$ cat config.mk
export PLATFORM = sky130hd
export DESIGN_NAME = lsh_lane
export DESIGN_NICKNAME = d
export VERILOG_FILES = /design/src/lsh_pkg.sv /design/src/lsh_lane.sv
export SDC_FILE = /design/constraint.sdc
export NUM_CORES = 1
export LEC_CHECK = 0
export BUFFER_PORTS_ARGS = -buffer_cell sky130_fd_sc_hd__buf_4
export CORE_MARGIN = 2
export CORE_UTILIZATION = 30
export DETAILED_ROUTE_END_ITERATION = 8
export REMOVE_ABC_BUFFERS = 1
export SETUP_SLACK_MARGIN = 0.05
export SLEW_MARGIN = 10
export SYNTH_ARGS = -nofsm -noshare
export SYNTH_HDL_FRONTEND = slang
export SYNTH_SLANG_ARGS = --single-unit
$ cat constraint.sdc
create_clock -name clock -period 6.36 [get_ports clock]
set_clock_uncertainty 0.05 [all_clocks]
set_input_delay 1.272 -clock clock [delete_from_list [all_inputs] [get_ports clock]]
set_output_delay 1.272 -clock clock [all_outputs]
set_load 0.01 [all_outputs]
$ cat src/lsh_pkg.sv
// ----------------------------------------------------------------------------
// lsh_pkg: shared types and constants of the laplacian sharpening filter
// Pixel, result and job structures, register indexes and fixed widths.
// ----------------------------------------------------------------------------
package lsh_pkg;

   localparam int MAX_WIDTH_DEFAULT = 2048;
   localparam int CHAN_W = 8;
   localparam int ROW_W = 12;
   localparam int COL_OUT_W = 11;
   localparam int CSR_DATA_W = 12;
   localparam int CSR_INDEX_W = 2;
   localparam int MIN_DIM = 3;
   localparam int SHARP_GAIN = 5;
   localparam int CHAN_MAX = 255;

   localparam logic [CSR_DATA_W-1:0] WIDTH_RESET = CSR_DATA_W'(640);
   localparam logic [ROW_W-1:0] HEIGHT_RESET = ROW_W'(480);

   // result slots of one request
   localparam int EMIT_INNER = 0;
   localparam int EMIT_EDGE = 1;
   localparam int EMIT_BOTTOM = 2;
   localparam int EMIT_W = 3;

   typedef enum logic [CSR_INDEX_W-1:0] {
      CSR_IMAGE_WIDTH  = 2'd0,
      CSR_IMAGE_HEIGHT = 2'd1,
      CSR_BORDER_MODE  = 2'd2
   } csr_index_type;

   typedef struct packed {
      logic [CHAN_W-1:0] chan_a;
      logic [CHAN_W-1:0] chan_b;
      logic [CHAN_W-1:0] chan_c;
   } pixel_type;

   typedef struct packed {
      logic [ROW_W-1:0]     out_row;
      logic [COL_OUT_W-1:0] out_col;
      logic [CHAN_W-1:0]    out_chan_a;
      logic [CHAN_W-1:0]    out_chan_b;
      logic [CHAN_W-1:0]    out_chan_c;
      logic                 last_of_run;
      logic                 frame_done;
   } rsp_payload_type;

   typedef struct packed {
      logic [EMIT_W-1:0]    emit;
      logic                 done;
      logic [ROW_W-1:0]     row;
      logic [COL_OUT_W-1:0] col;
   } job_type;

endpackage

$ cat src/lsh_lane.sv
// ----------------------------------------------------------------------------
// lsh_lane: one colour channel of the five-point sharpening kernel
// Computes 5*centre minus the four neighbours, clamps to 0..255 and
// registers either that or the border value.
// ----------------------------------------------------------------------------
module lsh_lane (
   input  logic                        clock,
   input  logic                        load,
   input  logic                        interior,
   input  logic                        border_copy,
   input  logic [lsh_pkg::CHAN_W-1:0]  centre,
   input  logic [lsh_pkg::CHAN_W-1:0]  up_px,
   input  logic [lsh_pkg::CHAN_W-1:0]  down_px,
   input  logic [lsh_pkg::CHAN_W-1:0]  west_px,
   input  logic [lsh_pkg::CHAN_W-1:0]  east_px,
   output logic [lsh_pkg::CHAN_W-1:0]  result_ff
);
   import lsh_pkg::*;

   localparam int SUM_W = CHAN_W + 4;

   logic signed [SUM_W-1:0] gain_sum;
   logic signed [SUM_W-1:0] ring_sum;
   logic signed [SUM_W-1:0] diff;
   logic [CHAN_W-1:0]       sharp;
   logic [CHAN_W-1:0]       result_in;

   always_comb begin
      gain_sum = signed'(SUM_W'(centre) * SUM_W'(SHARP_GAIN));
      ring_sum = signed'(SUM_W'(up_px) + SUM_W'(down_px) + SUM_W'(west_px)
                         + SUM_W'(east_px));
      diff = gain_sum - ring_sum;
      priority if (diff < 0) begin
         sharp = '0;
      end else if (diff > signed'(SUM_W'(CHAN_MAX))) begin
         sharp = CHAN_W'(CHAN_MAX);
      end else begin
         sharp = diff[CHAN_W-1:0];
      end
      if (interior) begin
         result_in = sharp;
      end else if (border_copy) begin
         result_in = centre;
      end else begin
         result_in = '0;
      end
   end

   always_ff @(posedge clock) begin
      if (load) begin
         result_ff <= result_in;
      end
   end

endmodule

==> parameters.txt <==
Parameter                              Value

STA
  Final critical-path share of the clock period    84.8%
  Worst hold slack after final layout    1.28 ns
  Crit path time final    5.40 ns
  Final-report setup violation count    0
  Tightest slew margin relative to the limit    55.2%
  Fmax    185 MHz
  Max-slew violation count    0
  Tightest Pin Transition    0.670 ns
  Hold Vio Cnt, Final    0
  Setup repair after global routing missed its margin    false
  Worst setup margin    0.964 ns
  Summed negative setup slack over all endpoints    0 ns

Yosys
  Number of enable-type register cells in the synthesized netlist    8
  Dominant combinational cell family by area after synthesis    adder cells
  FFs w/ async S/R, synth    0%
  Distinct cells, synth    30
  Post-synthesis sequential area ratio    12.7%
  Number of storage elements in the synthesis netlist    8
  Per-instance average area after synthesis    8.75 um^2
  Xor-xnor portion of the synthesized cell area    3.23%
  Compound-gate portion of the synthesized area    12.3%
  Adder-cell share of the synthesized area    46.8%
  Predominant post-synthesis flop cell    sky130_fd_sc_hd__edfxtp_1
  Ys Warns    0
  Gate count after technology mapping    217
  Area of the mapped netlist    1900 um^2
  Simple-gate area share of the yosys netlist    7.25%
  Share of cell area taken by muxes after synthesis    0.593%

Run status
  Result of the run    completed

Setup path
  First element of the critical path    down_px[7]
  Critical path data required time    6.26 ns
  Maximum fanout encountered on the critical timing path    6
  Data arrival, critical path    5.29 ns
  Critical Path End    result_ff[6]
  Kind of capture point of the worst setup path    flip-flop
  Kind of critical path    input pin to flip-flop
  CP startpoint kind    input pin

Detailed routing
  Post-DR wirelength/cell    10.2 um
  DRC marker count from the first detailed-route iteration    38
  Vias    1473
  Residual DRC    0
  Total wire length    3510 um
  Avg Vias per Cell    4.27
  Number of optimization iterations in the first detailed-route pass    4
  Post-route ant nets    0

Global route
  Overall fraction of global-route tracks in use    10.7%
  Initial antenna violation count    0
  Pin count of the biggest net entering global routing    12
  Wire length of the first global-routing pass    6320 um
  Overall overflow remaining after global route    0
  Via count of the first global-routing pass    1499

Floorplan
  Die X    83.5 um
  Effective utilization at floorplan    31.5%
  Die area    6980 um^2
  Core ar.    6030 um^2
  Die extent in y    83.5 um
  Number of ports placed on the die boundary    52
  Rows    28

Clock tree
  Clock transition at the registers of the reported paths    0.04 ns
  Clock tree from TritonCTS    built
  Number of CTS-inserted buffers    3
  Count of hold buffers inserted by post-cts repair    0
  Root cell of the clock tree    sky130_fd_sc_hd__clkbuf_8
  Clock sink count    8
  Number of buffers on the longest clock path    2
  H-tree lvl count    1
  # resized after CTS    0
  Buffer count from post-CTS setup fixing    0

Min path
  Hold/Removal Path Class    input pin to flip-flop

Run
  Max-Cap Viols    0

Power and ir drop
  Overall Power    0.923 mW
  Reported leakage power    1.35 nW
  Maximum resistive drop on vdd    0.150 mV
  P per Cell Area    383 nW/um^2

Final layout
  Flip-flop count of the largest register after layout    8
  Largest register by flop count    result_ff
  Number of nets in the layout    369
  Fraction of layout cells with a size suffix above 1    21.9%
  Largest registers    result_ff (8)
  Final design area excluding fillers    2410 um^2
  Number of filler instances in the final layout    619
  Layout overhead on the synthesized area    27.1%
  Count of inserted antenna diode cells    0

Placed design
  Count of input and output buffers    51
  Final HPWL from detailed placement    3270 um
  Final weighted congestion of routability-driven global placement    0.869
  Post-DP Area    2370 um^2
  Pre-CTS setup slack    0.681 ns
## power by group
group / total [mW] / leakage [nW] / internal [mW] / switching, mW
clock network: 0.0571 / 0.0216 / 0.0407 / 0.0164
logic: 0.781 / 1.25 / 0.343 / 0.438
registers: 0.0851 / 0.0772 / 0.0817 / 0.00350
## layout make-up
type	instances	area [um^2]	share of cell area, %
clock buffers	3	41.3	1.71
well taps	75	93.8	3.89
flip-flops and latches	8	240	9.96
inverters	86	323	13.4
repair buffers	51	383	15.9
multi-input cells	122	1330	55.2
## metal layers
metal / vias up / GRT usage (%) / part of all wire [%]
li1: 766 / - / -
met1: 666 / 14.1 / 44
met2: 37 / 18.7 / 50
met3: 4 / 1.29 / 4.8
met4: 0 / 2.79 / 0.97
met5: - / 0 / 0
## layout by cell type (no fill, tap or decap), types with 2 or more instances in the layout
cell type,n
sky130_fd_sc_hd__xnor2_1,6
sky130_fd_sc_hd__nand2_1,11
sky130_fd_sc_hd__nor4_1,3
sky130_fd_sc_hd__ha_1,23
sky130_fd_sc_hd__o22ai_1,2
sky130_fd_sc_hd__a22oi_1,4
sky130_fd_sc_hd__o211ai_1,2
sky130_fd_sc_hd__o21a_1,2
sky130_fd_sc_hd__a21oi_1,7
sky130_fd_sc_hd__buf_4,51
sky130_fd_sc_hd__nand2b_1,3
sky130_fd_sc_hd__nor4b_1,2
sky130_fd_sc_hd__clkbuf_8,3
sky130_fd_sc_hd__o21ai_0,5
sky130_fd_sc_hd__edfxtp_1,8
sky130_fd_sc_hd__o21ai_1,2
sky130_fd_sc_hd__nor2_1,5
sky130_fd_sc_hd__fa_1,30
sky130_fd_sc_hd__inv_1,86
sky130_fd_sc_hd__a21o_1,4
## per-stage QoR
step | instances | util (%)
2_1_floorplan | 216 | -
3_3_place_gp | 342 | 39.3
3_5_place_dp | 342 | 39.3
4_1_cts | 345 | 40.0
5_1_grt | 345 | 40.0
6_report | 345 | 40.0
## synthesized netlist by cell type, types with 2 or more instances
cell type,instances,share of area [%]
sky130_fd_sc_hd__nand2_1,11,2.2
sky130_fd_sc_hd__nor4_1,3,0.99
sky130_fd_sc_hd__o22ai_1,2,0.66
sky130_fd_sc_hd__o21ai_0,5,1.3
sky130_fd_sc_hd__nor2_1,5,0.99
sky130_fd_sc_hd__a22oi_1,4,1.6
sky130_fd_sc_hd__nor4b_1,2,0.92
sky130_fd_sc_hd__a21oi_1,7,1.8
sky130_fd_sc_hd__fa_1,30,32
sky130_fd_sc_hd__nand2b_1,3,0.99
sky130_fd_sc_hd__o21ai_1,2,0.53
sky130_fd_sc_hd__o21a_1,2,0.79
sky130_fd_sc_hd__edfxtp_1,8,13
sky130_fd_sc_hd__o211ai_1,2,0.79
sky130_fd_sc_hd__xnor2_1,6,2.8
sky130_fd_sc_hd__inv_1,86,17
sky130_fd_sc_hd__a21o_1,4,1.6
sky130_fd_sc_hd__ha_1,23,15
## cell families (layout without fill, tap and decap cells)
kind of cell	count (synthesis)	after routing
AO/OA/AOI/OAI	34	34
buffers and inverters	87	140
flip-flops	8	8
AND/OR/NAND/NOR	27	27
XOR/XNOR	7	7
adder cells (fa/ha/maj)	53	53
multiplexers	1	1
## worst min path at each step
stage,start,to,slack [ns],depth (start not counted)
2_1_floorplan,load,result_ff[0],1.33,0
3_3_place_gp,load,result_ff[5],1.51,1
3_5_place_dp,load,result_ff[6],1.51,1
4_1_cts,load,result_ff[2],1.28,1
5_1_grt,load,result_ff[0],1.28,1
6_report,load,result_ff[2],1.28,1
## critical path, cell delays in order
cell                       delay [ns]
sky130_fd_sc_hd__buf_4           0.08
sky130_fd_sc_hd__inv_1           0.04
sky130_fd_sc_hd__fa_1            0.52
sky130_fd_sc_hd__inv_1           0.05
sky130_fd_sc_hd__fa_1            0.53
sky130_fd_sc_hd__inv_1           0.06
sky130_fd_sc_hd__fa_1            0.53
sky130_fd_sc_hd__inv_1           0.05
sky130_fd_sc_hd__fa_1            0.49
sky130_fd_sc_hd__inv_1           0.04
sky130_fd_sc_hd__ha_1            0.36
sky130_fd_sc_hd__a211oi_1        0.28
sky130_fd_sc_hd__nor2_1          0.09
sky130_fd_sc_hd__a311oi_2        0.26
sky130_fd_sc_hd__xnor2_1         0.20
sky130_fd_sc_hd__nor3_2          0.31
sky130_fd_sc_hd__a22oi_1         0.12
No activity file was read; power rests on OpenSTA's default activity.
