==> src/lsh_pkg.sv <==
// ----------------------------------------------------------------------------
// lsh_pkg: shared types and constants of the laplacian sharpening filter
// Pixel, result and job structures, register indexes and fixed widths.
// ----------------------------------------------------------------------------
package lsh_pkg;

   localparam int MAX_WIDTH_DEFAULT = 2048;
   localparam int CHAN_W = 8;
   localparam int ROW_W = 12;
   localparam int COL_OUT_W = 11;
   localparam int CSR_DATA_W = 12;
   localparam int CSR_INDEX_W = 2;
   localparam int MIN_DIM = 3;
   localparam int SHARP_GAIN = 5;
   localparam int CHAN_MAX = 255;

   localparam logic [CSR_DATA_W-1:0] WIDTH_RESET = CSR_DATA_W'(640);
   localparam logic [ROW_W-1:0] HEIGHT_RESET = ROW_W'(480);

   // result slots of one request
   localparam int EMIT_INNER = 0;
   localparam int EMIT_EDGE = 1;
   localparam int EMIT_BOTTOM = 2;
   localparam int EMIT_W = 3;

   typedef enum logic [CSR_INDEX_W-1:0] {
      CSR_IMAGE_WIDTH  = 2'd0,
      CSR_IMAGE_HEIGHT = 2'd1,
      CSR_BORDER_MODE  = 2'd2
   } csr_index_type;

   typedef struct packed {
      logic [CHAN_W-1:0] chan_a;
      logic [CHAN_W-1:0] chan_b;
      logic [CHAN_W-1:0] chan_c;
   } pixel_type;

   typedef struct packed {
      logic [ROW_W-1:0]     out_row;
      logic [COL_OUT_W-1:0] out_col;
      logic [CHAN_W-1:0]    out_chan_a;
      logic [CHAN_W-1:0]    out_chan_b;
      logic [CHAN_W-1:0]    out_chan_c;
      logic                 last_of_run;
      logic                 frame_done;
   } rsp_payload_type;

   typedef struct packed {
      logic [EMIT_W-1:0]    emit;
      logic                 done;
      logic [ROW_W-1:0]     row;
      logic [COL_OUT_W-1:0] col;
   } job_type;

endpackage

==> src/lsh_if.sv <==


interface lsh_rsp_if;
   import lsh_pkg::*;

   logic            valid;
   logic            ready;
   rsp_payload_type payload;

   modport source (output valid, output payload, input ready);
   modport sink (input valid, input payload, output ready);
endinterface

==> src/lsh_merge.sv <==
// ----------------------------------------------------------------------------
// lsh_merge: result merger and output register
// Joins the lane channels into the inner result, holds the edge and bottom-row
// border results of one request; hands them out one per cycle unless stalled.
// ----------------------------------------------------------------------------
module lsh_merge (
   input  logic                clock,
   input  logic                reset,
   input  logic                take,
   input  lsh_pkg::job_type    job,
   input  lsh_pkg::pixel_type  inner_px,
   input  lsh_pkg::pixel_type  rim_px,
   input  lsh_pkg::pixel_type  bottom_px,
   output logic                free,
   lsh_rsp_if.source           rsp_chan
);
   import lsh_pkg::*;

   logic [EMIT_W-1:0] emit_ff;
   logic [EMIT_W-1:0] emit_in;
   logic [EMIT_W-1:0] pick;
   logic [EMIT_W-1:0] rest;
   job_type           job_ff;
   pixel_type         rim_ff;
   pixel_type         bottom_ff;
   pixel_type         sel_px;
   logic              o_valid_ff;
   logic              o_valid_in;
   logic              o_load;
   rsp_payload_type   o_data_ff;
   rsp_payload_type   o_data_in;

   always_comb begin
      pick = emit_ff & (~emit_ff + EMIT_W'(1));
      rest = emit_ff & ~pick;
      o_load = (emit_ff != '0) && (!o_valid_ff || rsp_chan.ready);
      free = (emit_ff == '0) || (o_load && (rest == '0));

      emit_in = emit_ff;
      if (take) begin
         emit_in = job.emit;
      end else if (o_load) begin
         emit_in = rest;
      end

      o_valid_in = o_valid_ff;
      if (o_load) begin
         o_valid_in = 1'b1;
      end else if (rsp_chan.ready) begin
         o_valid_in = 1'b0;
      end

      priority if (pick[EMIT_INNER]) begin
         sel_px = inner_px;
      end else if (pick[EMIT_EDGE]) begin
         sel_px = rim_ff;
      end else begin
         sel_px = bottom_ff;
      end

      o_data_in.out_row = pick[EMIT_BOTTOM] ? job_ff.row : job_ff.row - ROW_W'(1);
      o_data_in.out_col = pick[EMIT_INNER] ? job_ff.col - COL_OUT_W'(1) : job_ff.col;
      o_data_in.out_chan_a = sel_px.chan_a;
      o_data_in.out_chan_b = sel_px.chan_b;
      o_data_in.out_chan_c = sel_px.chan_c;
      o_data_in.last_of_run = (rest == '0);
      o_data_in.frame_done = pick[EMIT_BOTTOM] && job_ff.done;
   end

   always_ff @(posedge clock) begin
      if (reset) begin
         emit_ff <= '0;
         o_valid_ff <= 1'b0;
      end else begin
         emit_ff <= emit_in;
         o_valid_ff <= o_valid_in;
      end
   end

   always_ff @(posedge clock) begin
      if (take) begin
         job_ff <= job;
         rim_ff <= rim_px;
         bottom_ff <= bottom_px;
      end
      if (o_load) begin
         o_data_ff <= o_data_in;
      end
   end

   assign rsp_chan.valid = o_valid_ff;
   assign rsp_chan.payload = o_data_ff;

`ifndef ASSERT_OFF
   a_take_when_free: assert property (@(posedge clock) disable iff (reset)
      take |-> free)
      else $error("new request taken while results still pending");

   a_emit_shrinks: assert property (@(posedge clock) disable iff (reset)
      !reset && !take |=> (emit_ff & ~$past(emit_ff)) == '0)
      else $error("pending result slots grew without a new request");

   a_single_pick: assert property (@(posedge clock) disable iff (reset)
      o_load |-> $onehot(pick))
      else $error("output load without exactly one selected slot");

   a_done_is_last: assert property (@(posedge clock) disable iff (reset)
      o_valid_ff && o_data_ff.frame_done |-> o_data_ff.last_of_run)
      else $error("frame end not on the last result of its request");
`endif

endmodule

==> src/flat_wrapper.sv <==
// flat-port wrapper written by rule: the top's interface ports become plain ports
module lsh_merge_flat import lsh_pkg::*;
  (clock, reset, take, job, inner_px, rim_px, bottom_px, free, rsp_chan_valid, rsp_chan_payload, rsp_chan_ready);
  lsh_rsp_if rsp_chan_i ();
  input  logic clock;
  input  logic reset;
  input  logic take;
  input  lsh_pkg::job_type job;
  input  lsh_pkg::pixel_type inner_px;
  input  lsh_pkg::pixel_type rim_px;
  input  lsh_pkg::pixel_type bottom_px;
  output logic free;
  output wire logic [$bits(rsp_chan_i.valid)-1:0] rsp_chan_valid;
  output wire logic [$bits(rsp_chan_i.payload)-1:0] rsp_chan_payload;
  input wire logic [$bits(rsp_chan_i.ready)-1:0] rsp_chan_ready;
  assign rsp_chan_valid = rsp_chan_i.valid;
  assign rsp_chan_payload = rsp_chan_i.payload;
  assign rsp_chan_i.ready = rsp_chan_ready;
  lsh_merge u_core (.clock(clock), .reset(reset), .take(take), .job(job), .inner_px(inner_px), .rim_px(rim_px), .bottom_px(bottom_px), .free(free), .rsp_chan(rsp_chan_i));
endmodule
==> config.mk <==
export PLATFORM = sky130hd
export DESIGN_NAME = lsh_merge_flat
export DESIGN_NICKNAME = d
export VERILOG_FILES = /design/src/lsh_pkg.sv /design/src/lsh_if.sv /design/src/lsh_merge.sv /design/src/flat_wrapper.sv
export SDC_FILE = /design/constraint.sdc
export NUM_CORES = 1
export LEC_CHECK = 0
export BUFFER_PORTS_ARGS = -buffer_cell sky130_fd_sc_hd__buf_2
export CAP_MARGIN = 20
export CORE_MARGIN = 1.5
export CORE_UTILIZATION = 50
export CTS_BUF_LIST = sky130_fd_sc_hd__clkbuf_2
export DETAILED_ROUTE_END_ITERATION = 12
export GPL_ROUTABILITY_DRIVEN = 0
export PLACE_DENSITY = 0.79
export SYNTH_ARGS = -nofsm -noshare
export SYNTH_HDL_FRONTEND = slang
export SYNTH_SLANG_ARGS = --single-unit
export TNS_END_PERCENT = 100
==> constraint.sdc <==
create_clock -name clock -period 3.94 [get_ports clock]
set_input_delay 0.197 -clock clock [delete_from_list [all_inputs] [get_ports clock]]
set_output_delay 0.197 -clock clock [all_outputs]
set_load 0.01 [all_outputs]
==> run metrics <==
outcome completed; core outline area 9280 sq um; vias in the first global route 3620; die width 101 um; post-synthesis sequential area ratio 77.3%; P_int 2.18 mW; sw frac 24.2%; via count 3368; Syn Nets 398; post-synthesis cell type count 32; DP HPWL 5880 um; share of cells above drive strength 1 34.9%; Final ANT Viol Nets 0; Largest delay share family, worst path flip-flops; Worst-Skew Late Latency 0.63 ns; Async S/R FF share, synth 0%; Tcrit/Tclk final 58.2%; Die ar. 10200 sq um; Clock transition at path regs 0.21 ns; Fill cells 577; slowest CP cell dfxtp_2; Yosys warning count 0; Max Fclk 436 MHz; mean routed wirelength per cell 16.6 um; CP max stage delay 0.98 ns; Mean Syn Cell Area 16.4 sq um; Worst setup EP type output port; critical path required time 3.74 ns; Worst Setup SP u_core.emit_ff[0]$_SDFFE_PP0P_; static leakage 2.75 nW; CTS tree built; switching power 0.695 mW; Max Clock Skew 0.0341 ns; min Tclk post-route 2.29 ns; Min-Delay Path Class in -> reg; hold path start take; Clk Tree Root Cell clkbuf_2; number of remaining DRC errors 0; EDFF count, synth 121; pwr/cell area 411 nW/um^2; critical path startpoint category register; simple-gate share of the synthesized area 8.20%; part of the power in registers 57.4%; PortBufs 153; arrival time worst endpoint 2.10 ns; Cells after Synth 293; first-pass GRT wire length 17900 um; WHS 0.231 ns; adder-cell share of the synthesized area 0.729%; crit path cell chain maj3_1 -> o21ai_0 -> buf_2; final layout net count 664; #FFs+latches synth 125; Overflow after GRT 0; Final Hold Violating Endpoints 0; largest net degree at the start of global routing 79; clk buf depth 2; Initial DRT Pass Iterations 4; row count 35; setup slack, reg-to-reg 1.72 ns; Register Area 3720 sq um; area of the multi-input gates 1020 sq um; largest family of logic cells by synthesized area simple AND/OR/NAND/NOR gates; setup TNS 0 ns; Max-cap violations 0; worst vdd ir 0.263 mV; Combinational Power Share 11.4%; DR iter-0 viols 165; vias per inst 4.81; Synth Cell Area 4810 sq um; RR Startpoint u_core.emit_ff[0]$_SDFFE_PP0P_; Reg2Reg Capture Point u_core.rsp_chan.payload[43]$_DFFE_PP_; Inserted Diodes 0; CTS buffer count 17; Slew headroom 36.9%; area growth from synthesis to final layout 45.8%; Setup Buffers After CTS 0; Clk pwr share 31.2%; H-tree levels 4; Clock Sinks 125; RSZ-0062 raised after global routing false; CP endpoint free; die height 101 um; WS Path Type reg -> out; GRT Util Overall 24.0%; Slew @ Worst Pin 0.946 ns; Main synth FF type edfxtp_1; antenna violations before repair 0; CP max FO 60; max-slew violation count 0; post-synthesis xor/xnor area fraction 3.46%; Post-Route WL 11600 um; critical path depth 3; Starting Density 51.8%; mux cell area share after synthesis 5.21%; I/O pin total 154; area fraction in compound gates after synthesis 3.57%; r2r worst-path depth 4; critical path buffer and inverter count 1; # setup viols final 0
## power groups by stage
stage	registers [mW]	clock network, mW	logic, mW
finish	1.65	0.898	0.328
global route	1.66	0.977	0.355
CTS	1.65	0.906	0.317
detailed placement	1.68	0	0.239
global placement	1.68	0	0.230
floorplan	1.69	0	0.0903
## metrics by stage
step | setup slack (ns) | instance area (sq um) | utilization [%] | cells | total power, mW
2_1_floorplan | 0.796 | 4810 | - | 293 | 1.78
3_3_place_gp | 1.87 | 5710 | 61.5 | 567 | 1.91
3_5_place_dp | 1.79 | 5710 | 61.5 | 567 | 1.92
4_1_cts | 1.60 | 7010 | 75.5 | 700 | 2.87
5_1_grt | 1.39 | 7010 | 75.5 | 700 | 2.99
6_report | 1.65 | 7010 | 75.5 | 700 | 2.88
## layout make-up
| cell class | count | share of cell area, % |
|---|---|---|
| multi-input combinational | 152 | 14.6 |
| clock inverter | 14 | 2.78 |
| tap | 129 | 2.30 |
| clock buffer | 17 | 1.21 |
| sequential | 125 | 53.0 |
| inverter | 6 | 0.321 |
| timing repair buffer | 257 | 25.7 |
## synth_stat cells (all sizes together) (4+ instances only)
master  count  share of area (%)
a21oi       5               0.52
buf         8               0.96
dfxtp       4                1.7
edfxtp    121                 76
inv         6               0.47
mux2i      25                5.2
nand2      36                2.9
nor2       11               0.86
nor3        7               0.83
nor4        4                1.0
o21ai      26                2.7
xnor2       6                1.1
xor2       13                2.4
## cells by family after synthesis
group / Yosys count
adders and majority gates: 3
DFF: 125
and+or+nand+nor: 72
AOI/OAI and AO/OA: 33
muxes: 25
buffers and inverters: 16
xor gates and xnor gates: 19
## cell usage in the layout, fill, tap and decap left out, types with 5 or more instances in the layout
cell,instances
buf_2,152
edfxtp_1,121
dlygate4sd3_1,102
nand2_1,35
o21ai_0,26
mux2i_1,25
clkbuf_2,17
xor2_1,13
nor2_1,10
nor3_1,6
inv_1,6
xnor2_1,6
a21oi_1,5
## worst min-delay path by stage
| stage | end | slack, ns | cells past startpoint |
|---|---|---|---|
| 2_1_floorplan | u_core.emit_ff[0]$_SDFFE_PP0P_ | 0.27 | 1 |
| 3_5_place_dp | u_core.bottom_ff[6]$_DFFE_PP_ | 0.38 | 1 |
| 3_3_place_gp | u_core.bottom_ff[23]$_DFFE_PP_ | 0.37 | 1 |
| 6_report | u_core.rim_ff[13]$_DFFE_PP_ | 0.23 | 1 |
| 4_1_cts | u_core.rim_ff[8]$_DFFE_PP_ | 0.20 | 1 |
| 5_1_grt | u_core.rim_ff[2]$_DFFE_PP_ | 0.18 | 2 |
## repair_timing
action	CTS	global route
resized for setup	0	0
hold buffers	102	0
hold endpoints to repair	100	0
## registers in the layout, summed over array words and instances (netlist names)
signal and cells:
u_core.job_ff 24, u_core.rim_ff 24, u_core.bottom_ff 24, u_core.rsp_chan.valid 1, u_core.rsp_chan.payload 49, u_core.emit_ff 3
## per-layer routing
metal | track usage [%] | part of all wire (%)
met2 | 45.8 | 57
met1 | 24.1 | 35
met5 | 0 | 0
met4 | 7.80 | 1.8
met3 | 8.18 | 6.4
No activity file was read; power rests on OpenSTA's default activity.
